$ cat config.mk
export PLATFORM = sky130hd
export DESIGN_NAME = ncdf_tail
export DESIGN_NICKNAME = d
export VERILOG_FILES = /design/src/hw/rtl/ncdf_pkg.sv /design/src/hw/rtl/ncdf_tail.sv
export SDC_FILE = /design/constraint.sdc
export NUM_CORES = 2
export LEC_CHECK = 0
export BUFFER_PORTS_ARGS = -buffer_cell sky130_fd_sc_hd__buf_4
export CAP_MARGIN = 20
export CORE_MARGIN = 8
export CORE_UTILIZATION = 45
export CTS_BUF_LIST = sky130_fd_sc_hd__clkbuf_2 sky130_fd_sc_hd__clkbuf_4 sky130_fd_sc_hd__clkbuf_8
export CTS_CLUSTER_SIZE = 12
export DETAILED_ROUTE_END_ITERATION = 16
export PLACE_DENSITY = 0.56
export SLEW_MARGIN = 20
export SYNTH_ARGS = -nofsm -noshare
export SYNTH_HDL_FRONTEND = slang
export SYNTH_SLANG_ARGS = --single-unit
$ cat constraint.sdc
create_clock -name clk -period 24.7 [get_ports clk]
set_input_delay 6.175 -clock clk [delete_from_list [all_inputs] [get_ports clk]]
set_output_delay 6.175 -clock clk [all_outputs]
set_load 0.005 [all_outputs]
$ cat src/hw/rtl/ncdf_pkg.sv
package ncdf_pkg;

  // item fields
  localparam int Z_W    = 16;
  localparam int MODE_W = 2;
  localparam int PROB_W = 16;

  // internal formats
  localparam int A_W       = 15;               // |z| Q.12 after the clamp
  localparam int SLOPE_W   = 14;
  localparam int D_W       = 30;               // denominator Q.28
  localparam int X_SHIFT   = 5;
  localparam int X_W       = 2 * A_W + X_SHIFT; // exponent z*z/2 in Q.30
  localparam int T_W       = 31;               // reciprocal t Q.30, up to one
  localparam int Q30_W     = 31;               // unsigned Q.30 values up to one
  localparam int ONE_SHIFT = 30;
  localparam int R_W       = 30;               // reduced argument, below ln2
  localparam int N_W       = 5;                // power of two taken out of exp
  localparam int M_W       = 30;               // series product before divide
  localparam int RECIP_W   = 32;
  localparam int RECIP_SHIFT = 31;
  localparam int P_W       = 33;               // signed Horner value
  localparam int PM_W      = 32;               // Horner magnitude
  localparam int INV_W     = 29;
  localparam int PHI_W     = 29;
  localparam int PROB_SHIFT = 14;

  localparam int RECIP_STAGES = T_W;
  localparam int NDIV_STAGES  = N_W;
  localparam int SERIES_TERMS = 12;
  localparam int HORNER_STEPS = 5;

  localparam logic [MODE_W-1:0] MODE_TWO_SIDED = 2'd0;
  localparam logic [MODE_W-1:0] MODE_ONE_SIDED = 2'd1;

  localparam logic [A_W-1:0]   CLAMP_Q12      = 15'd24576;
  localparam logic [D_W-1:0]   D_BASE         = 30'h1000_0000;
  localparam logic [D_W-1:0]   RECIP_REM_INIT = 30'h0800_0000;
  localparam logic [Q30_W-1:0] Q30_ONE        = 31'h4000_0000;
  localparam logic [Q30_W:0]   ROUND_HALF     = 32'h0000_2000;

  localparam logic [63:0] NANO = 64'd1000000000;
  localparam logic [63:0] SLOPE_Q16_W   = ((64'd231641900 << 16) + NANO / 2) / NANO;
  localparam logic [63:0] COEF1_Q30     = ((64'd319381530 << 30) + NANO / 2) / NANO;
  localparam logic [63:0] COEF2_Q30     = ((64'd356563782 << 30) + NANO / 2) / NANO;
  localparam logic [63:0] COEF3_Q30     = ((64'd1781477937 << 30) + NANO / 2) / NANO;
  localparam logic [63:0] COEF4_Q30     = ((64'd1821255978 << 30) + NANO / 2) / NANO;
  localparam logic [63:0] COEF5_Q30     = ((64'd1330274429 << 30) + NANO / 2) / NANO;
  localparam logic [63:0] LN2_Q30       = ((64'd693147181 << 30) + NANO / 2) / NANO;
  localparam logic [63:0] INV_SQRT2PI_W = ((64'd398942280 << 30) + NANO / 2) / NANO;
  localparam logic [63:0] RECIP_ONE     = 64'd1 << RECIP_SHIFT;

  localparam logic [SLOPE_W-1:0] SLOPE_Q16       = SLOPE_W'(SLOPE_Q16_W);
  localparam logic [INV_W-1:0]   INV_SQRT2PI_Q30 = INV_W'(INV_SQRT2PI_W);

  localparam logic signed [P_W-1:0] HORNER_LEAD = P_W'(COEF5_Q30);
  localparam logic signed [P_W-1:0] HORNER_ADD [0:HORNER_STEPS-1] = '{
    -P_W'(COEF4_Q30),
    P_W'(COEF3_Q30),
    -P_W'(COEF2_Q30),
    P_W'(COEF1_Q30),
    P_W'(0)
  };

  // floor(2^31 / k) for k = 12 down to 1
  localparam logic [RECIP_W-1:0] RECIP_TAB [0:SERIES_TERMS-1] = '{
    RECIP_W'(RECIP_ONE / 64'd12),
    RECIP_W'(RECIP_ONE / 64'd11),
    RECIP_W'(RECIP_ONE / 64'd10),
    RECIP_W'(RECIP_ONE / 64'd9),
    RECIP_W'(RECIP_ONE / 64'd8),
    RECIP_W'(RECIP_ONE / 64'd7),
    RECIP_W'(RECIP_ONE / 64'd6),
    RECIP_W'(RECIP_ONE / 64'd5),
    RECIP_W'(RECIP_ONE / 64'd4),
    RECIP_W'(RECIP_ONE / 64'd3),
    RECIP_W'(RECIP_ONE / 64'd2),
    RECIP_W'(RECIP_ONE / 64'd1)
  };

  typedef struct packed {
    logic signed [Z_W-1:0] z_value;
    logic [MODE_W-1:0]     mode;
  } in_item_t;

  typedef struct packed {
    logic [PROB_W-1:0] probability;
    logic              clamped;
  } out_item_t;

  typedef struct packed {
    logic              negative;
    logic              clamped;
    logic [MODE_W-1:0] mode;
  } side_t;

  typedef struct packed {
    logic [D_W-1:0] d;
    logic [X_W-1:0] x;
    side_t          side;
  } front_t;

  typedef struct packed {
    logic [N_W-1:0] n;
    side_t          side;
  } exp_tag_t;

endpackage

$ cat src/hw/rtl/ncdf_tail.sv
module ncdf_tail (
  input  logic                       clk,
  input  logic                       rst_n,
  input  logic                       en,
  input  logic                       in_valid,
  input  logic [ncdf_pkg::Q30_W-1:0] ex_i,
  input  logic [ncdf_pkg::PM_W-1:0]  poly_i,
  input  ncdf_pkg::side_t            side_i,
  output logic                       out_valid,
  output ncdf_pkg::out_item_t        out_item
);
  import ncdf_pkg::*;

  localparam int PH_W = Q30_W + INV_W;
  localparam int QP_W = PHI_W + PM_W;
  localparam int RD_W = Q30_W + 1;
  localparam int O_W  = RD_W - PROB_SHIFT;

  logic [PH_W-1:0]   phi_prod_nxt;
  logic [QP_W-1:0]   q_prod_nxt;
  logic [Q30_W-1:0]  q_raw_nxt;
  logic [Q30_W:0]    two_q_nxt;
  logic [Q30_W-1:0]  v_nxt;
  logic [RD_W-1:0]   round_nxt;
  logic [O_W-1:0]    scaled_nxt;

  logic [PHI_W-1:0]  phi_r;
  logic [PM_W-1:0]   poly_r;
  side_t             side1_r;
  logic              vld1_r;
  logic [Q30_W-1:0]  q_r;
  side_t             side2_r;
  logic              vld2_r;
  out_item_t         out_r;
  logic              out_vld_r;

  always_comb begin
    phi_prod_nxt = PH_W'(ex_i) * PH_W'(INV_SQRT2PI_Q30);
    q_prod_nxt   = QP_W'(phi_r) * QP_W'(poly_r);
    q_raw_nxt    = q_prod_nxt[ONE_SHIFT +: Q30_W];
    two_q_nxt    = {q_r, 1'b0};
    case (side2_r.mode)
      MODE_TWO_SIDED: begin
        v_nxt = (two_q_nxt >= {1'b0, Q30_ONE}) ? '0 : Q30_W'({1'b0, Q30_ONE} - two_q_nxt);
      end
      MODE_ONE_SIDED: begin
        v_nxt = Q30_ONE - q_r;
      end
      default: begin
        v_nxt = side2_r.negative ? q_r : Q30_ONE - q_r;
      end
    endcase
    round_nxt  = {1'b0, v_nxt} + ROUND_HALF;
    scaled_nxt = round_nxt[RD_W-1:PROB_SHIFT];
  end

  always_ff @(posedge clk) begin
    if (!rst_n) begin
      vld1_r    <= 1'b0;
      vld2_r    <= 1'b0;
      out_vld_r <= 1'b0;
    end else if (en) begin
      vld1_r    <= in_valid;
      vld2_r    <= vld1_r;
      out_vld_r <= vld2_r;
    end
  end

  always_ff @(posedge clk) begin
    if (en) begin
      phi_r             <= phi_prod_nxt[ONE_SHIFT +: PHI_W];
      poly_r            <= poly_i;
      side1_r           <= side_i;
      q_r               <= (q_raw_nxt > Q30_ONE) ? Q30_ONE : q_raw_nxt;
      side2_r           <= side1_r;
      // one saturates to the largest code
      out_r.probability <= (scaled_nxt[O_W-1:PROB_W] != '0) ? '1 : scaled_nxt[PROB_W-1:0];
      out_r.clamped     <= side2_r.clamped;
    end
  end

  assign out_valid = out_vld_r;
  assign out_item  = out_r;

endmodule

==> qor.csv <==
stage,metric,value,unit
run_status,status,"finished, final reports clean",
yosys,Mapped Cells,5177,
clock_network,CTS tree,yes,
yosys,post-synth design cell area,0.0487,mm²
yosys,mux cell area share after synthesis,0.283,%
yosys,main combinational cell family by area after synthesis,adder cells,
floorplanning,Die Wd,345,µm
detailed_routing,routed length on met2,62300,µm
yosys,fraction of registers with async set/reset,0,%
yosys,Synth Register Bits,120,
yosys,top cell type's share of synthesized area,43.5,%
critical_path,RR Startpoint,phi_r[25]$_DFFE_PP_,
critical_path,CP cell instances,"buf_4, ha_1, fa_1, inv_1, fa_1, fa_1, fa_1, fa_1, inv_1, fa_1, fa_1, ha_1, nand3_1, nor3_1, o31ai_1, o211ai_1, a21oi_1, o311ai_0, a31oi_1, o21ai_0, nor2_1, nor3_1",
yosys,Post-Synth XOR/XNOR Area,1.49,%
clock_network,Max Root-Sink Buffers,2,
sta,worst-margin pin slew,0.969,ns
sta,"Hold Vio Cnt, Final",0,
detailed_routing,vias per inst,5.25,
detailed_routing,uppermost layer routed,met4,
critical_path,CP Data Required Time,25.09,ns
yosys,top-count cell post-synth,inv_1,
clock_network,Resized cells post-CTS,0,
run,number of max-cap violations,0,
clock_network,worst skew pair latency,0.58,ns
clock_network,CTS H-Tree Depth,4,
yosys,Yosys cell types,88,
yosys,number of synthesized flops with an enable pin,117,
detailed_routing,met1 WL,57500,µm
global_route,vias in the first global route,36800,
yosys,simple-gate portion of the synthesized area,14.3,%
critical_path,Worst R2R End,q_r[10]$_SDFFCE_PN0P_,
min_path,WHS Path Cells,0,
floorplanning,die height,345,µm
yosys,Syn Area/Cell,9.40,µm²
critical_path,slowest cell on the critical path,o311ai_0,
detailed_routing,met3 wire length,6670,µm
floorplanning,io pins,89,
detailed_routing,TritonRoute pass-1 iters,5,
clock_network,setup repair bufs after CTS,0,
floorplanning,Placeable Area,0.107,mm²
sta,final number of setup-violating endpoints,0,
global_route,antenna violations before repair,4,
critical_path,CP dominant cell by count,fa_1,
detailed_routing,final wirelength,129000,µm
critical_path,Worst setup SP type,input port,
yosys,Ys Warns,0,
global_route,grt total ovfl,0,
critical_path,Arrival @ worst endpoint,13.21,ns
min_path,hold_sp,side2_r[2]$_DFFE_PP_,
critical_path,R2R setup slack,14.82,ns
critical_path,Worst Setup Path Type,in -> reg,
sta,hold_ws,0.438,ns
final_layout,Synth-to-Final Area Change,5.01,%
critical_path,cell family with most CP delay,adder cells,
critical_path,r2r worst-path depth,24,
detailed_routing,Post-route DRC,0,
floorplanning,Initial Util,45.4,%
yosys,Synth area leaders,"fa_1, ha_1, inv_1, edfxtp_1, and2_1",
global_route,first-pass GRT wire length,209000,µm
sta,Final Critical Period,12.82,ns
critical_path,crit path max fanout,10,
sta,Sum Neg Setup Slack,0,ns
place,Placer Congestion,0.857,
yosys,Synth Area in Compound Gates,5.85,%
global_route,Global Route Usage Sum,22.6,%
clock_network,hold buffers post-CTS,0,
place,HPWL Detailed,99700,µm
detailed_routing,Detail Route Antenna Nets,0,
sta,clk_skew,0.0386,ns
detailed_routing,routed len/inst,19.7,µm
sta,Worst slew margin,35.3,%
floorplanning,site row count,120,
yosys,sequential fraction of the synthesis area,7.34,%
clock_network,CTS Buf Count,17,
sta,Final Max Tran Viols,0,
yosys,Adder-Cell Fraction of Synth Area,59.2,%
yosys,ys flop type,edfxtp_1,
clock_network,Root Buffer,clkbuf_8,
final_layout,share of cells above drive strength 1,4.20,%
clock_network,CTS Sinks,120,
yosys,syn_nets,6917,
critical_path,Crit path largest cell delay,0.59,ns
clock_network,Clock transition at path regs,0.12,ns
min_path,Min-Delay Endpoint,out_item[0]$_DFFE_PP_,
detailed_routing,DRT iter0 DRCs,1938,
yosys,Yosys top cell by area,fa_1,
place,input/output buffers,88,
sta,Final period util,51.9,%
min_path,worst min path class,reg -> reg,
critical_path,WP buf/inv,3,
yosys,Commonest cells post-synth,"inv_1, fa_1, ha_1, nand2_1, and2_1",
sta,highest clock rate,0.0780,GHz
floorplanning,Die Area,0.119,mm²
critical_path,CP Capture Type,flip-flop,
detailed_routing,Via Count,34300,
final_layout,Final Net Count,6867,
sta,unrepaired setup endpoints after global routing,no,
global_route,largest net degree at the start of global routing,71,
==> metal layers <==
layer	track usage, %	vias to the layer above
met3	2.48	171
met1	31.3	17600
met5	0	-
met4	5.16	0
li1	-	15600
met2	38.2	913
==> how the worst max path moves through the flow <==
stage / startpoint / endpoint / slack, ns / cells after the start
after CTS: ex_i[5] / phi_r[26]$_DFFE_PP_ / 11.91 / 22
after global routing: ex_i[5] / phi_r[26]$_DFFE_PP_ / 11.58 / 22
final: ex_i[5] / phi_r[26]$_DFFE_PP_ / 11.88 / 22
after detailed placement: ex_i[5] / phi_r[22]$_DFFE_PP_ / 11.35 / 21
after floorplan: ex_i[5] / phi_r[26]$_DFFE_PP_ / 12.48 / 21
after global placement: ex_i[5] / phi_r[26]$_DFFE_PP_ / 11.52 / 22
==> state kept, by name, summed over array words and instances (netlist names) <==
| register | flops |
|---|---|
| out_valid | 1 |
| side1_r | 4 |
| phi_r | 29 |
| poly_r | 32 |
| side2_r | 4 |
| q_r | 31 |
| vld2_r | 1 |
| vld1_r | 1 |
| out_item | 17 |
==> logic make-up after synthesis <==
family	count (synthesis)
multiplexers	13
buffers and inverters	1482
AND/OR/NAND/NOR	1375
AO/OA/AOI/OAI	435
flip-flops	120
adder cells (fa/ha/maj)	1669
XOR/XNOR	83
==> worst reg2reg max path, stage by stage, from the launching register on <==
cell      delay [ns]
edfxtp_1        0.95
buf_4           0.42
nand2_1         0.12
fa_1            0.49
inv_1           0.06
fa_1            0.58
fa_1            0.46
fa_1            0.48
fa_1            0.52
fa_1            0.43
fa_1            0.56
fa_1            0.43
ha_1            0.41
a21oi_1         0.22
o21ai_0         0.25
a211oi_1        0.31
o31ai_1         0.13
nor3_1          0.76
o311ai_1        0.37
a311oi_1        0.63
nor3_1          0.16
a211oi_4        0.31
buf_4           0.33
o41a_1          0.23
nor2_1          0.05
==> cell type report <==
type                       instances  area [µm²]
timing repair buffer             152        1140
sequential                       120        3570
inverter                        1261        4730
fill                           10500       56100
clock inverter                    14         139
multi-input combinational       3575       39500
clock buffer                      18         241
antenna                            3        7.51
tap                             1403        1760
==> metrics by stage <==
step | setup slack, ns | instance area [µm²] | instances | utilization [%]
after floorplan | 12.48 | 48700 | 5177 | -
after global placement | 11.52 | 50700 | 6511 | 47.3
after detailed placement | 11.35 | 50700 | 6511 | 47.3
after CTS | 11.91 | 51100 | 6543 | 47.7
after global routing | 11.58 | 51100 | 6545 | 47.7
final | 11.88 | 51100 | 6546 | 47.7
==> cells in the final DEF (no fill, tap or decap), types with 31 or more instances in the layout <==
master and n:
xnor2_1 52, buf_4 151, a21o_1 40, o21ai_0 80, edfxtp_1 117, nor3_1 36
and2_1 526, fa_1 1058, xor2_1 31, nand4_1 43, nor2_1 108, inv_1 1261
a21oi_1 145, nand2_1 543, ha_1 611
Power is left out: the tool's default activity adds up to more than one toggle a clock period on the data nets, which glitch-free logic cannot reach.
