File: src/hw/rtl/ncdf_pkg.sv
package ncdf_pkg;

  // item fields
  localparam int Z_W    = 16;
  localparam int MODE_W = 2;
  localparam int PROB_W = 16;

  // internal formats
  localparam int A_W       = 15;               // |z| Q.12 after the clamp
  localparam int SLOPE_W   = 14;
  localparam int D_W       = 30;               // denominator Q.28
  localparam int X_SHIFT   = 5;
  localparam int X_W       = 2 * A_W + X_SHIFT; // exponent z*z/2 in Q.30
  localparam int T_W       = 31;               // reciprocal t Q.30, up to one
  localparam int Q30_W     = 31;               // unsigned Q.30 values up to one
  localparam int ONE_SHIFT = 30;
  localparam int R_W       = 30;               // reduced argument, below ln2
  localparam int N_W       = 5;                // power of two taken out of exp
  localparam int M_W       = 30;               // series product before divide
  localparam int RECIP_W   = 32;
  localparam int RECIP_SHIFT = 31;
  localparam int P_W       = 33;               // signed Horner value
  localparam int PM_W      = 32;               // Horner magnitude
  localparam int INV_W     = 29;
  localparam int PHI_W     = 29;
  localparam int PROB_SHIFT = 14;

  localparam int RECIP_STAGES = T_W;
  localparam int NDIV_STAGES  = N_W;
  localparam int SERIES_TERMS = 12;
  localparam int HORNER_STEPS = 5;

  localparam logic [MODE_W-1:0] MODE_TWO_SIDED = 2'd0;
  localparam logic [MODE_W-1:0] MODE_ONE_SIDED = 2'd1;

  localparam logic [A_W-1:0]   CLAMP_Q12      = 15'd24576;
  localparam logic [D_W-1:0]   D_BASE         = 30'h1000_0000;
  localparam logic [D_W-1:0]   RECIP_REM_INIT = 30'h0800_0000;
  localparam logic [Q30_W-1:0] Q30_ONE        = 31'h4000_0000;
  localparam logic [Q30_W:0]   ROUND_HALF     = 32'h0000_2000;

  localparam logic [63:0] NANO = 64'd1000000000;
  localparam logic [63:0] SLOPE_Q16_W   = ((64'd231641900 << 16) + NANO / 2) / NANO;
  localparam logic [63:0] COEF1_Q30     = ((64'd319381530 << 30) + NANO / 2) / NANO;
  localparam logic [63:0] COEF2_Q30     = ((64'd356563782 << 30) + NANO / 2) / NANO;
  localparam logic [63:0] COEF3_Q30     = ((64'd1781477937 << 30) + NANO / 2) / NANO;
  localparam logic [63:0] COEF4_Q30     = ((64'd1821255978 << 30) + NANO / 2) / NANO;
  localparam logic [63:0] COEF5_Q30     = ((64'd1330274429 << 30) + NANO / 2) / NANO;
  localparam logic [63:0] LN2_Q30       = ((64'd693147181 << 30) + NANO / 2) / NANO;
  localparam logic [63:0] INV_SQRT2PI_W = ((64'd398942280 << 30) + NANO / 2) / NANO;
  localparam logic [63:0] RECIP_ONE     = 64'd1 << RECIP_SHIFT;

  localparam logic [SLOPE_W-1:0] SLOPE_Q16       = SLOPE_W'(SLOPE_Q16_W);
  localparam logic [INV_W-1:0]   INV_SQRT2PI_Q30 = INV_W'(INV_SQRT2PI_W);

  localparam logic signed [P_W-1:0] HORNER_LEAD = P_W'(COEF5_Q30);
  localparam logic signed [P_W-1:0] HORNER_ADD [0:HORNER_STEPS-1] = '{
    -P_W'(COEF4_Q30),
    P_W'(COEF3_Q30),
    -P_W'(COEF2_Q30),
    P_W'(COEF1_Q30),
    P_W'(0)
  };

  // floor(2^31 / k) for k = 12 down to 1
  localparam logic [RECIP_W-1:0] RECIP_TAB [0:SERIES_TERMS-1] = '{
    RECIP_W'(RECIP_ONE / 64'd12),
    RECIP_W'(RECIP_ONE / 64'd11),
    RECIP_W'(RECIP_ONE / 64'd10),
    RECIP_W'(RECIP_ONE / 64'd9),
    RECIP_W'(RECIP_ONE / 64'd8),
    RECIP_W'(RECIP_ONE / 64'd7),
    RECIP_W'(RECIP_ONE / 64'd6),
    RECIP_W'(RECIP_ONE / 64'd5),
    RECIP_W'(RECIP_ONE / 64'd4),
    RECIP_W'(RECIP_ONE / 64'd3),
    RECIP_W'(RECIP_ONE / 64'd2),
    RECIP_W'(RECIP_ONE / 64'd1)
  };

  typedef struct packed {
    logic signed [Z_W-1:0] z_value;
    logic [MODE_W-1:0]     mode;
  } in_item_t;

  typedef struct packed {
    logic [PROB_W-1:0] probability;
    logic              clamped;
  } out_item_t;

  typedef struct packed {
    logic              negative;
    logic              clamped;
    logic [MODE_W-1:0] mode;
  } side_t;

  typedef struct packed {
    logic [D_W-1:0] d;
    logic [X_W-1:0] x;
    side_t          side;
  } front_t;

  typedef struct packed {
    logic [N_W-1:0] n;
    side_t          side;
  } exp_tag_t;

endpackage

File: src/hw/rtl/ncdf_recip.sv
module ncdf_recip (
  input  logic                     clk,
  input  logic                     en,
  input  logic [ncdf_pkg::D_W-1:0] d_i,
  output logic [ncdf_pkg::T_W-1:0] t_o
);
  import ncdf_pkg::*;

  localparam int LAST = RECIP_STAGES - 1;

  logic [D_W-1:0] rem_r [0:LAST-1];
  logic [D_W-1:0] div_r [0:LAST-1];
  logic [T_W-1:0] quo_r [0:LAST];

  // restoring division of 2^58 + d/2 by d, one quotient bit per stage
  for (genvar i = 0; i < RECIP_STAGES; i++) begin : g_stage
    localparam int B = T_W - 1 - i;

    logic [D_W-1:0] rem_in;
    logic [D_W-1:0] div_in;
    logic [T_W-1:0] quo_in;
    logic           nbit;
    logic [D_W:0]   trial_nxt;
    logic           take_nxt;

    if (i == 0) begin : g_first
      assign rem_in = RECIP_REM_INIT;
      assign div_in = d_i;
      assign quo_in = '0;
    end else begin : g_next
      assign rem_in = rem_r[i-1];
      assign div_in = div_r[i-1];
      assign quo_in = quo_r[i-1];
    end

    // low numerator bits are d/2
    if (B < D_W - 1) begin : g_low
      assign nbit = div_in[B+1];
    end else begin : g_high
      assign nbit = 1'b0;
    end

    assign trial_nxt = {rem_in, nbit};
    assign take_nxt  = trial_nxt >= {1'b0, div_in};

    always_ff @(posedge clk) begin
      if (en) quo_r[i] <= {quo_in[T_W-2:0], take_nxt};
    end

    if (i < LAST) begin : g_carry
      always_ff @(posedge clk) begin
        if (en) begin
          rem_r[i] <= take_nxt ? D_W'(trial_nxt - {1'b0, div_in}) : trial_nxt[D_W-1:0];
          div_r[i] <= div_in;
        end
      end
    end
  end

  assign t_o = quo_r[LAST];

endmodule

File: config.mk
export PLATFORM = sky130hd
export DESIGN_NAME = ncdf_recip
export DESIGN_NICKNAME = d
export VERILOG_FILES = /design/src/hw/rtl/ncdf_pkg.sv /design/src/hw/rtl/ncdf_recip.sv
export SDC_FILE = /design/constraint.sdc
export NUM_CORES = 2
export LEC_CHECK = 0
export BUFFER_PORTS_ARGS = -buffer_cell sky130_fd_sc_hd__clkbuf_2
export CORE_MARGIN = 2
export CORE_UTILIZATION = 60
export DETAILED_ROUTE_END_ITERATION = 6
export PLACE_DENSITY_LB_ADDON = 0.12
export SLEW_MARGIN = 20
export SYNTH_ARGS = -nofsm -noshare
export SYNTH_HDL_FRONTEND = slang
export SYNTH_SLANG_ARGS = --single-unit
File: constraint.sdc
create_clock -name clk -period 4.45 [get_ports clk]
set_input_delay 0.445 -clock clk [delete_from_list [all_inputs] [get_ports clk]]
set_output_delay 0.445 -clock clk [all_outputs]
set_load 0.005 [all_outputs]
==> impl_metrics.prom <==
# TYPE chip_impl_metric gauge
chip_impl_info{name="status",value="finished, final reports clean"} 1
chip_impl_metric{name="count_of_flip_flops_with_a_built_in_enable_after_synthesis",unit=""} 2296
chip_impl_info{name="worstReg2RegStart",value="rem_r[0][420]$_DFFE_PP_"} 1
chip_impl_metric{name="final.min_clock_period",unit="ps"} 4100
chip_impl_metric{name="power_switching",unit="mW"} 39.5
chip_impl_metric{name="drt-total-wl",unit="microns"} 299000
chip_impl_metric{name="max-cap-violations",unit=""} 0
chip_impl_metric{name="place.detailed.hpwl",unit="microns"} 223000
chip_impl_metric{name="finalNetCount",unit=""} 12100
chip_impl_metric{name="slew-limit-headroom",unit="%"} 26.0
chip_impl_metric{name="finalHoldViolCount",unit=""} 0
chip_impl_metric{name="clkSlewWorstSetupHoldPaths",unit="ps"} 60
chip_impl_info{name="cts-root-buf",value="sky130_fd_sc_hd__clkbuf_16"} 1
chip_impl_metric{name="cells_after_synth",unit=""} 11000
chip_impl_metric{name="die_area",unit="sq um"} 215000
chip_impl_metric{name="power_leakage",unit="nW"} 57.0
chip_impl_metric{name="syn_area",unit="sq um"} 127000
chip_impl_metric{name="post_synth_num_cell_types",unit=""} 87
chip_impl_metric{name="tns",unit="ps"} 0
chip_impl_metric{name="final_min_period_over_clock_period",unit="%"} 92.2
chip_impl_metric{name="globalRouteTotalUtil",unit="%"} 27.2
chip_impl_metric{name="post-cts-setup-buffers",unit=""} 0
chip_impl_metric{name="power_density",unit="nW/um^2"} 753
chip_impl_metric{name="cts_max_level",unit=""} 4
chip_impl_metric{name="drt-wirelength-per-cell",unit="microns"} 21.1
chip_impl_info{name="layout.cells.most_common_list",value="sky130_fd_sc_hd__edfxtp_1 (2296), sky130_fd_sc_hd__inv_1 (1106), sky130_fd_sc_hd__a21oi_1 (912)"} 1
chip_impl_metric{name="grt_pass1_vias",unit=""} 82200
chip_impl_metric{name="antenna_found_initial",unit=""} 2
chip_impl_info{name="crit_type",value="reg2reg"} 1
chip_impl_metric{name="p_sw_share",unit="%"} 37.5
chip_impl_metric{name="max_stage_delay",unit="ps"} 510
chip_impl_info{name="synth.top_cells.by_area",value="sky130_fd_sc_hd__edfxtp_1 (54%), sky130_fd_sc_hd__ha_1 (8.9%), sky130_fd_sc_hd__mux2_2 (4.0%)"} 1
chip_impl_metric{name="synthArstFlopShare",unit="%"} 0
chip_impl_metric{name="detail_route.vias_per_cell",unit=""} 5.99
chip_impl_metric{name="first_pass_grt_wire_length",unit="microns"} 464000
chip_impl_metric{name="n_fill_cell",unit=""} 15600
chip_impl_metric{name="core.rowCount",unit=""} 168
chip_impl_info{name="crit_chain",value="ha_1 -> nor2b_1 -> o31a_1 -> o31a_1 -> o2111ai_1 -> a211oi_1 -> o31a_1 -> a311oi_1 -> o21ba_2 -> mux2_2"} 1
chip_impl_info{name="ys_dominant_reg_cell",value="sky130_fd_sc_hd__edfxtp_1"} 1
chip_impl_metric{name="finalPower",unit="mW"} 105
chip_impl_metric{name="gp_routability_congestion",unit=""} 0.949
chip_impl_info{name="worstSetupStartpointType",value="flip-flop"} 1
chip_impl_metric{name="post_cts_hold_buffer_count",unit=""} 30
chip_impl_metric{name="final-max-slew-violation-count",unit=""} 0
chip_impl_info{name="layout_commonest_cell",value="sky130_fd_sc_hd__edfxtp_1"} 1
chip_impl_metric{name="cts_repair_resize_count",unit=""} 0
chip_impl_metric{name="synth_seq_area_share",unit="%"} 54.3
chip_impl_metric{name="chipHeight",unit="microns"} 464
chip_impl_metric{name="clk-insertion-delay-late",unit="ps"} 890
chip_impl_metric{name="power.share.combinational",unit="%"} 46.3
chip_impl_metric{name="ys_warn_count",unit=""} 0
chip_impl_metric{name="cts_sinks",unit=""} 2296
chip_impl_metric{name="flow.area_growth_from_synthesis",unit="%"} 10.1
chip_impl_metric{name="top_level_ports",unit=""} 63
chip_impl_info{name="yosysTopAreaCell",value="sky130_fd_sc_hd__edfxtp_1"} 1
chip_impl_info{name="worst_path_most_repeated_cell",value="sky130_fd_sc_hd__o31a_1"} 1
chip_impl_metric{name="route.antenna.remaining_nets",unit=""} 0
chip_impl_info{name="hp-class",value="in2reg"} 1
chip_impl_metric{name="layout-drive-gt1-share",unit="%"} 9.95
chip_impl_metric{name="multi_input_gate_area",unit="sq um"} 52900
chip_impl_metric{name="floorplan.core_area",unit="sq um"} 210000
chip_impl_metric{name="die_width",unit="microns"} 464
chip_impl_info{name="critical_path_end_type",value="flip-flop"} 1
chip_impl_metric{name="timing.final.setup_violations",unit=""} 0
chip_impl_metric{name="final.setup_skew",unit="ps"} 44.9
chip_impl_info{name="grt_setup_unrepaired",value="false"} 1
chip_impl_metric{name="detailedRoute.firstIterationViolations",unit=""} 7335
chip_impl_metric{name="vdd.ir_drop.worst",unit="uV"} 539
chip_impl_metric{name="intPower",unit="mW"} 65.7
chip_impl_metric{name="port_buf_inserts",unit=""} 62
chip_impl_metric{name="worst-endpoint-required",unit="ps"} 5070
chip_impl_metric{name="synth_top_area_share",unit="%"} 54.3
chip_impl_metric{name="via_count",unit=""} 84800
chip_impl_info{name="critical_path.slowest_cell",value="sky130_fd_sc_hd__o2111ai_1"} 1
chip_impl_info{name="min-delay-start",value="en"} 1
chip_impl_metric{name="timing.critical_path.buf_inv",unit=""} 0
chip_impl_metric{name="clock_tree.buffer_depth",unit=""} 3
chip_impl_info{name="crit_family",value="compound AO/OA/AOI/OAI gates"} 1
chip_impl_metric{name="drt_drc_violations_left",unit=""} 0
chip_impl_metric{name="timing.fmax",unit="MHz"} 244
chip_impl_metric{name="postSynthAreaPerCell",unit="sq um"} 11.6
chip_impl_metric{name="syn-num-nets",unit=""} 11900
chip_impl_info{name="tritoncts",value="built"} 1
chip_impl_metric{name="clkPwrFrac",unit="%"} 19.3
chip_impl_metric{name="seq_area",unit="sq um"} 68900
chip_impl_metric{name="ys_ff_latch",unit=""} 2296
chip_impl_metric{name="grt_max_degree",unit=""} 138
chip_impl_info{name="worst_setup_path_startpoint",value="rem_r[0][420]$_DFFE_PP_"} 1
chip_impl_metric{name="path_max_fanout",unit=""} 20
chip_impl_metric{name="drt-pass1-iter-count",unit=""} 6
chip_impl_metric{name="sequentialPowerShare",unit="%"} 34.4
chip_impl_metric{name="floorplan.initialDensity",unit="%"} 60.4
chip_impl_metric{name="crit_arrival",unit="ps"} 4730
chip_impl_metric{name="grt_overflow",unit=""} 0
chip_impl_metric{name="cts_buffers",unit=""} 236
chip_impl_metric{name="worst_slew_pin_slew",unit="ps"} 1100
[per-stage QoR]
| step | cells | hold WS, ps | utilization [%] | area [sq um] | setup WS, ps |
|---|---|---|---|---|---|
| finish | 14200 | 68.9 | 66.5 | 140000 | 345 |
| global route | 14200 | 77.7 | 66.5 | 140000 | 147 |
| CTS | 14200 | 48.2 | 66.5 | 140000 | 422 |
| detailed placement | 13700 | 405 | 62.5 | 131000 | 435 |
| global placement | 13700 | 400 | 62.5 | 131000 | 465 |
| floorplan | 11000 | 400 | - | 127000 | 953 |
[sequential cells by signal, indices dropped and copies added, names as in the netlist]
register and flops:
div_r 900, rem_r 900, quo_r 496
[power groups by stage]
stage	sequential [mW]	clock, mW	combinational [mW]
6_report	36.2	20.3	48.7
5_1_grt	36.7	21.5	53.8
4_1_cts	36.3	20.7	48.2
3_5_place_dp	36.7	0	47.7
3_3_place_gp	36.7	0	46.7
2_1_floorplan	34.1	0	37.0
[Yosys cell counts (all sizes together), types with 16 or more instances]
cell type	instances
nand2	594
o2111ai	16
nor4	33
o21bai	89
a31o	20
nor3b	22
a2111oi	24
o21ai	572
nor2	659
o41ai	16
a41oi	18
mux2	446
or3	50
xor2	282
clkbuf	247
a311oi	18
mux2i	42
inv	1107
or2	37
a21boi	37
nand2b	113
a211oi	67
ha	901
fa	29
nand4	160
nor3	131
o211ai	50
o21a	130
a211o	37
a21o	442
xnor2	462
nand3	178
a21oi	915
buf	34
o31a	22
and3	107
nand4b	20
and2	32
edfxtp	2296
a221oi	20
o31ai	59
a31oi	100
nor2b	133
[per-layer routing]
| layer | vias up | wire, microns | GRT usage [%] |
|---|---|---|---|
| li1 | 40900 | - | - |
| met1 | 41200 | 130000 | 36.9 |
| met5 | - | 0 | 0 |
| met3 | 481 | 13700 | 3.11 |
| met2 | 2276 | 146000 | 46.2 |
| met4 | 0 | 9050 | 8.15 |
[kinds of logic (layout without fill, tap and decap cells)]
group / Yosys count / in the layout / share of synthesized area, %
and+or+nand+nor: 2342 / 2342 / 8.99
muxes: 488 / 488 / 4.29
other: 0 / 1 / 0
DFF: 2296 / 2296 / 54.3
xor gates and xnor gates: 744 / 744 / 5.13
AOI/OAI and AO/OA: 2778 / 2778 / 13.8
buffers and inverters: 1388 / 1784 / 4.15
adders and majority gates: 930 / 930 / 9.34
[worst paths after layout]
check        slack (ps)  depth (start not counted)                       to
max                 350                         10  rem_r[0][453]$_DFFE_PP_
min                  70                          1  quo_r[1][139]$_DFFE_PP_
max reg2reg         350                         10  rem_r[0][453]$_DFFE_PP_
min reg2reg         410                          0  quo_r[1][397]$_DFFE_PP_
[final cells by class]
type / count / share of cell area (%)
multi-input cells: 7282 / 37.9
repair buffers: 234 / 1.55
flip-flops and latches: 2296 / 49.4
well taps: 2805 / 2.51
inverters: 1107 / 2.98
clock inverters: 167 / 1.36
diodes: 1 / 0.00179
clock buffers: 276 / 4.37
No activity file was read; power rests on OpenSTA's default activity.
