===== src/hw/rtl/ncdf_pkg.sv =====
package ncdf_pkg;

  // item fields
  localparam int Z_W    = 16;
  localparam int MODE_W = 2;
  localparam int PROB_W = 16;

  // internal formats
  localparam int A_W       = 15;               // |z| Q.12 after the clamp
  localparam int SLOPE_W   = 14;
  localparam int D_W       = 30;               // denominator Q.28
  localparam int X_SHIFT   = 5;
  localparam int X_W       = 2 * A_W + X_SHIFT; // exponent z*z/2 in Q.30
  localparam int T_W       = 31;               // reciprocal t Q.30, up to one
  localparam int Q30_W     = 31;               // unsigned Q.30 values up to one
  localparam int ONE_SHIFT = 30;
  localparam int R_W       = 30;               // reduced argument, below ln2
  localparam int N_W       = 5;                // power of two taken out of exp
  localparam int M_W       = 30;               // series product before divide
  localparam int RECIP_W   = 32;
  localparam int RECIP_SHIFT = 31;
  localparam int P_W       = 33;               // signed Horner value
  localparam int PM_W      = 32;               // Horner magnitude
  localparam int INV_W     = 29;
  localparam int PHI_W     = 29;
  localparam int PROB_SHIFT = 14;

  localparam int RECIP_STAGES = T_W;
  localparam int NDIV_STAGES  = N_W;
  localparam int SERIES_TERMS = 12;
  localparam int HORNER_STEPS = 5;

  localparam logic [MODE_W-1:0] MODE_TWO_SIDED = 2'd0;
  localparam logic [MODE_W-1:0] MODE_ONE_SIDED = 2'd1;

  localparam logic [A_W-1:0]   CLAMP_Q12      = 15'd24576;
  localparam logic [D_W-1:0]   D_BASE         = 30'h1000_0000;
  localparam logic [D_W-1:0]   RECIP_REM_INIT = 30'h0800_0000;
  localparam logic [Q30_W-1:0] Q30_ONE        = 31'h4000_0000;
  localparam logic [Q30_W:0]   ROUND_HALF     = 32'h0000_2000;

  localparam logic [63:0] NANO = 64'd1000000000;
  localparam logic [63:0] SLOPE_Q16_W   = ((64'd231641900 << 16) + NANO / 2) / NANO;
  localparam logic [63:0] COEF1_Q30     = ((64'd319381530 << 30) + NANO / 2) / NANO;
  localparam logic [63:0] COEF2_Q30     = ((64'd356563782 << 30) + NANO / 2) / NANO;
  localparam logic [63:0] COEF3_Q30     = ((64'd1781477937 << 30) + NANO / 2) / NANO;
  localparam logic [63:0] COEF4_Q30     = ((64'd1821255978 << 30) + NANO / 2) / NANO;
  localparam logic [63:0] COEF5_Q30     = ((64'd1330274429 << 30) + NANO / 2) / NANO;
  localparam logic [63:0] LN2_Q30       = ((64'd693147181 << 30) + NANO / 2) / NANO;
  localparam logic [63:0] INV_SQRT2PI_W = ((64'd398942280 << 30) + NANO / 2) / NANO;
  localparam logic [63:0] RECIP_ONE     = 64'd1 << RECIP_SHIFT;

  localparam logic [SLOPE_W-1:0] SLOPE_Q16       = SLOPE_W'(SLOPE_Q16_W);
  localparam logic [INV_W-1:0]   INV_SQRT2PI_Q30 = INV_W'(INV_SQRT2PI_W);

  localparam logic signed [P_W-1:0] HORNER_LEAD = P_W'(COEF5_Q30);
  localparam logic signed [P_W-1:0] HORNER_ADD [0:HORNER_STEPS-1] = '{
    -P_W'(COEF4_Q30),
    P_W'(COEF3_Q30),
    -P_W'(COEF2_Q30),
    P_W'(COEF1_Q30),
    P_W'(0)
  };

  // floor(2^31 / k) for k = 12 down to 1
  localparam logic [RECIP_W-1:0] RECIP_TAB [0:SERIES_TERMS-1] = '{
    RECIP_W'(RECIP_ONE / 64'd12),
    RECIP_W'(RECIP_ONE / 64'd11),
    RECIP_W'(RECIP_ONE / 64'd10),
    RECIP_W'(RECIP_ONE / 64'd9),
    RECIP_W'(RECIP_ONE / 64'd8),
    RECIP_W'(RECIP_ONE / 64'd7),
    RECIP_W'(RECIP_ONE / 64'd6),
    RECIP_W'(RECIP_ONE / 64'd5),
    RECIP_W'(RECIP_ONE / 64'd4),
    RECIP_W'(RECIP_ONE / 64'd3),
    RECIP_W'(RECIP_ONE / 64'd2),
    RECIP_W'(RECIP_ONE / 64'd1)
  };

  typedef struct packed {
    logic signed [Z_W-1:0] z_value;
    logic [MODE_W-1:0]     mode;
  } in_item_t;

  typedef struct packed {
    logic [PROB_W-1:0] probability;
    logic              clamped;
  } out_item_t;

  typedef struct packed {
    logic              negative;
    logic              clamped;
    logic [MODE_W-1:0] mode;
  } side_t;

  typedef struct packed {
    logic [D_W-1:0] d;
    logic [X_W-1:0] x;
    side_t          side;
  } front_t;

  typedef struct packed {
    logic [N_W-1:0] n;
    side_t          side;
  } exp_tag_t;

endpackage


===== src/hw/rtl/ncdf_front.sv =====
module ncdf_front (
  input  logic               clk,
  input  logic               rst_n,
  input  logic               en,
  input  logic               in_valid,
  input  ncdf_pkg::in_item_t in_item,
  output logic               front_valid,
  output ncdf_pkg::front_t   front_data
);
  import ncdf_pkg::*;

  logic [Z_W-1:0]     mag_nxt;
  logic               clamp_nxt;
  logic [A_W-1:0]     a_nxt;
  logic [A_W-1:0]     a_r;
  side_t              side_r;
  logic               s1_vld_r;
  logic               s2_vld_r;
  logic [2*A_W-1:0]   sq_nxt;
  front_t             front_r;

  always_comb begin
    mag_nxt   = in_item.z_value[Z_W-1] ? Z_W'(-in_item.z_value) : Z_W'(in_item.z_value);
    clamp_nxt = mag_nxt > Z_W'(CLAMP_Q12);
    a_nxt     = clamp_nxt ? CLAMP_Q12 : mag_nxt[A_W-1:0];
    sq_nxt    = (2*A_W)'(a_r) * (2*A_W)'(a_r);
  end

  always_ff @(posedge clk) begin
    if (!rst_n) begin
      s1_vld_r <= 1'b0;
      s2_vld_r <= 1'b0;
    end else if (en) begin
      s1_vld_r <= in_valid;
      s2_vld_r <= s1_vld_r;
    end
  end

  always_ff @(posedge clk) begin
    if (en) begin
      a_r             <= a_nxt;
      side_r.negative <= in_item.z_value[Z_W-1];
      side_r.clamped  <= clamp_nxt;
      side_r.mode     <= in_item.mode;
      front_r.d       <= D_BASE + D_W'(SLOPE_Q16) * D_W'(a_r);
      front_r.x       <= {sq_nxt, {X_SHIFT{1'b0}}};
      front_r.side    <= side_r;
    end
  end

  assign front_valid = s2_vld_r;
  assign front_data  = front_r;

endmodule


===== config.mk =====
export PLATFORM = sky130hd
export DESIGN_NAME = ncdf_front
export DESIGN_NICKNAME = d
export VERILOG_FILES = /design/src/hw/rtl/ncdf_pkg.sv /design/src/hw/rtl/ncdf_front.sv
export SDC_FILE = /design/constraint.sdc
export NUM_CORES = 1
export LEC_CHECK = 0
export BUFFER_PORTS_ARGS = -buffer_cell sky130_fd_sc_hd__buf_2
export CELL_PAD_IN_SITES_DETAIL_PLACEMENT = 1
export CELL_PAD_IN_SITES_GLOBAL_PLACEMENT = 1
export CORE_MARGIN = 3
export CORE_UTILIZATION = 54
export CTS_CLUSTER_DIAMETER = 120
export CTS_CLUSTER_SIZE = 16
export DETAILED_ROUTE_END_ITERATION = 16
export MAX_ROUTING_LAYER = met4
export PLACE_DENSITY = 0.92
export SYNTH_ARGS = -nofsm -noshare
export SYNTH_HDL_FRONTEND = slang
export SYNTH_SLANG_ARGS = --single-unit

===== constraint.sdc =====
create_clock -name clk -period 18.17 [get_ports clk]
set_clock_uncertainty 0.15 [all_clocks]
set_input_delay 0.9085 -clock clk [delete_from_list [all_inputs] [get_ports clk]]
set_output_delay 0.9085 -clock clk [all_outputs]
set_load 0.005 [all_outputs]

==> results.sh, run 1 <==
export IMPL_grt_pass1_vias=12400
export IMPL_wirelength_mm=42.4
export IMPL_htreeDepth=3
export IMPL_worstPathArrival_ps=7250
export IMPL_ys_warn_count=0
export IMPL_timing_final_crit_share_pct=40.0
export IMPL_die_y_um=166
export IMPL_insertion_delay_ps=380
export IMPL_synth_common_cells="347 x inv_1, 219 x ha_1, 217 x fa_1, 100 x nand2_1, 84 x nor2_1"
export IMPL_rows=57
export IMPL_cts_max_path_buffers=2
export IMPL_ctsResizeCount=0
export IMPL_drtPass1Iterations=5
export IMPL_grt_max_degree=44
export IMPL_dieArea_um2=27600
export IMPL_post_route_min_period_ps=7280
export IMPL_path_cells="inv_1 -> fa_1 -> fa_1 -> fa_1 -> fa_1 -> inv_1 -> fa_1 -> ha_1 -> ha_1 -> a21oi_1 -> o21ai_0 -> a2111oi_0 -> o21a_1 -> o31ai_1 -> xnor2_1"
export IMPL_synth_most_common_cell="inv_1"
export IMPL_synthTopCellsByArea="fa_1 31%, ha_1 20%, edfxtp_1 18%"
export IMPL_drive_gt1_share_pct=8.15
export IMPL_start_util_pct=55.9
export IMPL_vias_per_cell=5.91
export IMPL_ys_flop_type="edfxtp_1"
export IMPL_synth_top_cell_area_share_pct=31.4
export IMPL_synth_edf_count=81
export IMPL_drv_slew=0
export IMPL_io_pins=92
export IMPL_numCtsBuffers=9
export IMPL_grt_pass1_wl_mm=67.6
export IMPL_ys_seq_elements=83
export IMPL_die_x_um=166
export IMPL_yosysUniqueCellTypes=60
export IMPL_synth_area_um2=13800
export IMPL_finalSetupTns_ps=0
export IMPL_crit_path_frequent_cell="fa_1"
export IMPL_port_buffer_count=85
export IMPL_fillers=2748
export IMPL_cts_setup_buffers=0
export IMPL_track_usage_pct=32.4
export IMPL_rsz0062_at_grt="no"
export IMPL_antenna_found_initial=0
export IMPL_tightest_slew_ps=1000
export IMPL_wire_per_inst_um=23.8
export IMPL_dp_hpwl_mm=32.2
export IMPL_antenna_cells=0
export IMPL_setup_viol=0
export IMPL_crit_path_max_fanout=16
export IMPL_start_kind="flip-flop"
export IMPL_dr_total_vias=10500
export IMPL_max_cap_violations=0
export IMPL_synth_largest_area_cell="fa_1"
export IMPL_drc=0
export IMPL_cp_required_ps=18140
export IMPL_core_area_um2=24700
export IMPL_syn2layout_area_growth_pct=7.28
export IMPL_syn_inst=1381
export IMPL_gp_congestion=0.965
export IMPL_max_slew_margin_rel_pct=32.4
export IMPL_cts_root_buffer="clkbuf_16"
export IMPL_worst_path_max_delay_cell="edfxtp_1"
export IMPL_worst_setup_path_type="flip-flop to flip-flop"
export IMPL_syn_avg_cell_area_um2=10.0
export IMPL_tritoncts="yes"
export IMPL_fmax_ghz=0.137
export IMPL_fin_nets=1913
export IMPL_outcome="finished clean"
export IMPL_hold_viol=0
export IMPL_overflow=0
export IMPL_ys_seq_area_share_pct=17.9
export IMPL_clock_sinks=83
export IMPL_hp_class="flip-flop to flip-flop"
export IMPL_ant_nets=0
export IMPL_worst_setup_path_end_kind="flip-flop"
export IMPL_async_flop_share_pct=0
export IMPL_drt_iter0_markers=677
export IMPL_cp_slowest_stage_delay_ps=880
export IMPL_path_clk_slew_ps=80
export IMPL_postCtsHoldBufs=0
cell usage in the layout, fill, tap and decap left out, types with 14 or more instances in the layout:
| master | instances |
|---|---|
| a21oi_1 | 52 |
| buf_2 | 84 |
| edfxtp_1 | 81 |
| fa_1 | 217 |
| ha_1 | 219 |
| inv_1 | 347 |
| nand2_1 | 100 |
| nand3_1 | 14 |
| nor2_1 | 84 |
| o21ai_0 | 30 |
| xnor2_1 | 39 |
| xor2_1 | 29 |
metal layers:
| metal | vias to the layer above | part of all wire, % | global-route usage (%) |
|---|---|---|---|
| met4 | 0 | 6.1 | 17.4 |
| met1 | 5347 | 35 | 34.3 |
| li1 | 4512 | - | - |
| met2 | 491 | 54 | 58.4 |
| met5 | - | 0 | - |
| met3 | 197 | 5.3 | 4.57 |
stage by stage:
stage	hold WS, ps	std cells	setup WS (ps)	cell area [um^2]	utilization [%]
after global routing	279	1784	10590	14800	59.9
final	276	1784	10890	14800	59.9
after floorplan	250	1386	12020	13800	-
after detailed placement	260	1768	11120	14500	58.8
after CTS	277	1784	11040	14800	59.9
after global placement	252	1768	11350	14500	58.8
sequential cells by signal, indices dropped and copies added (netlist names):
signal,flops
s1_vld_r,1
front_data,62
front_valid,1
a_r,15
side_r,4
critical path, delay by kind of cell (launching register included):
family                   cells  cell delay (ps)
buffers and inverters        2              550
adder cells (fa/ha/maj)      7             3620
AO/OA/AOI/OAI                5             1630
XOR/XNOR                     1              160
flip-flops                   1              880
cell type report:
type | instances | area, um^2 | share of cell area, %
clock buffers | 9 | 225 | 1.52
well taps | 324 | 405 | 2.73
inverters | 349 | 1310 | 8.83
multi-input cells | 925 | 9920 | 66.9
clock inverters | 7 | 56.3 | 0.380
repair buffers | 87 | 443 | 2.99
flip-flops and latches | 83 | 2470 | 16.7
cells by family after synthesis:
group,after synthesis,share of synthesized area (%)
muxes,7,0.525
buffers and inverters,378,10.5
AOI/OAI and AO/OA,159,7.41
other,1,0.0271
and+or+nand+nor,249,8.07
xor gates and xnor gates,68,4.31
DFF,83,17.9
adders and majority gates,436,51.3
final timing paths:
kind	start	endpoint	slack, ps	cells past startpoint
min	side_r[2]	front_data[2]	280	0
min reg2reg	side_r[2]	front_data[2]	280	0
max	a_r[6]	front_data[68]	10890	15
max reg2reg	a_r[6]	front_data[68]	10890	15
Power of run 1 is left out: the tool's default activity adds up to more than one toggle a clock period on the data nets, which glitch-free logic cannot reach.
==> inputs of run 2 (changes only) <==
CORE_UTILIZATION = 45   (was 54)
PLACE_DENSITY = 0.82   (was 0.92)
clock period = 5.9 ns   (was 18.17 ns; I/O delays follow)
==> run 2 against run 1 <==
Net effect:
- the run now ends with negative setup slack left
- first-iteration DRC count shrank 21%
- final area grew 10%
- core utilization shrank 5.4 points
- non-clock buffer count grew 140
- sequential cell count is the same
- worst setup slack lost 11000 ps
- worst hold slack lost 240 ps
- final cell count grew 12%
- count of clock-buffer cells in the layout grew 2
- wire length shrank 5.6%
- fmax grew 22%
- via count grew 0.18%
- critical endpoint is now front_data[33]
==> results.sh, run 2 (same netlist as run 1, synthesis figures left out) <==
export IMPL_outcome="finished, violations left"
export IMPL_violations="negative setup slack"
export IMPL_worst_setup_path_end_kind="flip-flop"
export IMPL_drive_gt1_share_pct=20.5
export IMPL_fmax_ghz=0.168
export IMPL_crit_path_frequent_cell="fa_1"
export IMPL_wirelength_mm=40.0
export IMPL_worstPathArrival_ps=5920
export IMPL_start_kind="flip-flop"
export IMPL_path_buf_inv=4
export IMPL_start_util_pct=46.1
export IMPL_place_ws_ps=-268
export IMPL_grt_max_degree=53
export IMPL_die_x_um=181
export IMPL_final_common_cell="inv_1"
export IMPL_numCtsBuffers=9
export IMPL_hold_viol=0
export IMPL_clock_sinks=83
export IMPL_r2r_end="front_data[33]"
export IMPL_grt_pass1_wl_mm=63.3
export IMPL_tightest_slew_ps=758
export IMPL_max_cap_violations=0
export IMPL_vias_per_cell=5.31
export IMPL_htreeDepth=3
export IMPL_largest_reg_flops=62
export IMPL_drtPass1Iterations=5
export IMPL_crit_path_end="front_data[33]"
export IMPL_cp_required_ps=5850
export IMPL_dp_hpwl_mm=31.7
export IMPL_path_clk_slew_ps=70
export IMPL_dieArea_um2=32900
export IMPL_core_area_um2=30000
export IMPL_crit_path_max_fanout=6
export IMPL_tritoncts="yes"
export IMPL_wire_per_inst_um=20.1
export IMPL_io_pins=92
export IMPL_fin_nets=2053
export IMPL_die_y_um=181
export IMPL_worst_setup_path_type="flip-flop to flip-flop"
export IMPL_setup_viol=5
export IMPL_antenna_cells=0
export IMPL_critPathTopFamily="adder cells"
export IMPL_fillers=3396
export IMPL_holdWs_ps=31.1
export IMPL_track_usage_pct=25.0
export IMPL_max_slew_margin_rel_pct=49.4
export IMPL_grt_pass1_vias=12200
export IMPL_drv_slew=0
export IMPL_post_route_min_period_ps=5960
export IMPL_cts_max_path_buffers=2
export IMPL_ant_nets=0
export IMPL_rr_startpoint="a_r[6]"
export IMPL_overflow=0
export IMPL_cts_root_buffer="clkbuf_16"
export IMPL_path_cells="ha_2 -> inv_1 -> fa_1 -> fa_1 -> inv_1 -> fa_1 -> fa_1 -> fa_1 -> inv_1 -> fa_1 -> inv_1 -> ha_4 -> nand4_1 -> a21oi_2 -> a21oi_2 -> a21oi_4 -> a21oi_1 -> o41ai_2 -> xor2_1"
export IMPL_mostFrequentLayoutCells="337 x inv_1, 212 x fa_1, 207 x ha_1"
export IMPL_gp_congestion=0.910
export IMPL_insertion_delay_ps=370
export IMPL_r2r_slack_ps=-60
export IMPL_syn2layout_area_growth_pct=18.2
export IMPL_worst_path_max_delay_cell="edfxtp_1"
export IMPL_rows=63
export IMPL_drt_iter0_markers=537
export IMPL_cp_slowest_stage_delay_ps=530
export IMPL_antenna_found_initial=0
export IMPL_port_buffer_count=85
export IMPL_dr_total_vias=10600
export IMPL_crit_path_start="a_r[6]"
export IMPL_utilization_pct=54.5
export IMPL_hp_class="input port to flip-flop"
export IMPL_timing_final_crit_share_pct=101
export IMPL_rsz0062_at_grt="yes"
export IMPL_setup_slack_ps=-64.8
export IMPL_drc=0
export IMPL_rr_worst_depth=19
export IMPL_cp_num_cells=19
run 2: cell count changes in the layout (fill, tap and decap cells not counted), moves of 6 or more:
cell     before  now
a21oi_1      52   36
a21oi_2       1   16
buf_4         3  135
ha_1        219  207
ha_4          0   10
inv_1       347  337
inv_2         0   10
nor2_1       84   76
nor2_2        2    9
o21ai_0      30   22
o21ai_1       1    7
run 2: repair_timing:
action / 4_1_cts / 5_1_grt
setup buffers: 9 / 5
pin swaps: 11 / 17
hold buffers: 3 / 0
endpoints found under the hold margin: 4 / 0
setup endpoints to repair: 16 / 25
gates resized for setup: 20 / 64
run 2: tightest hold or removal path, cell delays in order:
cell	delay [ps]
buf_2	70
mux2i_1	50
nor2b_1	90
run 2: metal layers:
metal,share of wire [%],GRT usage (%)
met5,0,-
met1,39,28.6
met4,2.4,6.34
met3,3.8,3.10
met2,55,46.4
run 2: how the worst min path moves through the flow:
stage | startpoint | endpoint | slack (ps) | cells past startpoint
2_1_floorplan | in_item[0] | side_r[0] | 240 | 0
3_3_place_gp | side_r[0] | front_data[0] | 250 | 0
3_5_place_dp | side_r[1] | front_data[1] | 260 | 0
4_1_cts | in_valid | s1_vld_r | 30 | 3
5_1_grt | in_valid | s1_vld_r | 40 | 3
6_report | in_valid | s1_vld_r | 30 | 3
run 2: cell type report:
| cell class | count | area [um^2] | area share (%) |
|---|---|---|---|
| Clock buffer | 11 | 233 | 1.42 |
| Clock inverter | 5 | 38.8 | 0.237 |
| Inverter | 349 | 1310 | 8.02 |
| Multi-Input combinational cell | 925 | 10300 | 62.9 |
| Sequential cell | 83 | 2470 | 15.1 |
| Tap cell | 390 | 488 | 2.99 |
| Timing Repair Buffer | 227 | 1520 | 9.30 |
run 2: per-stage QoR:
step,std cells,area [um^2],TNS (ps)
after global routing,1990,16300,-2650
after detailed placement,1957,15600,-1410
after CTS,1985,16000,-32.2
after global placement,1957,15600,0
final,1990,16300,-190
after floorplan,1386,13900,0
Power of run 2 is left out for the same reason.
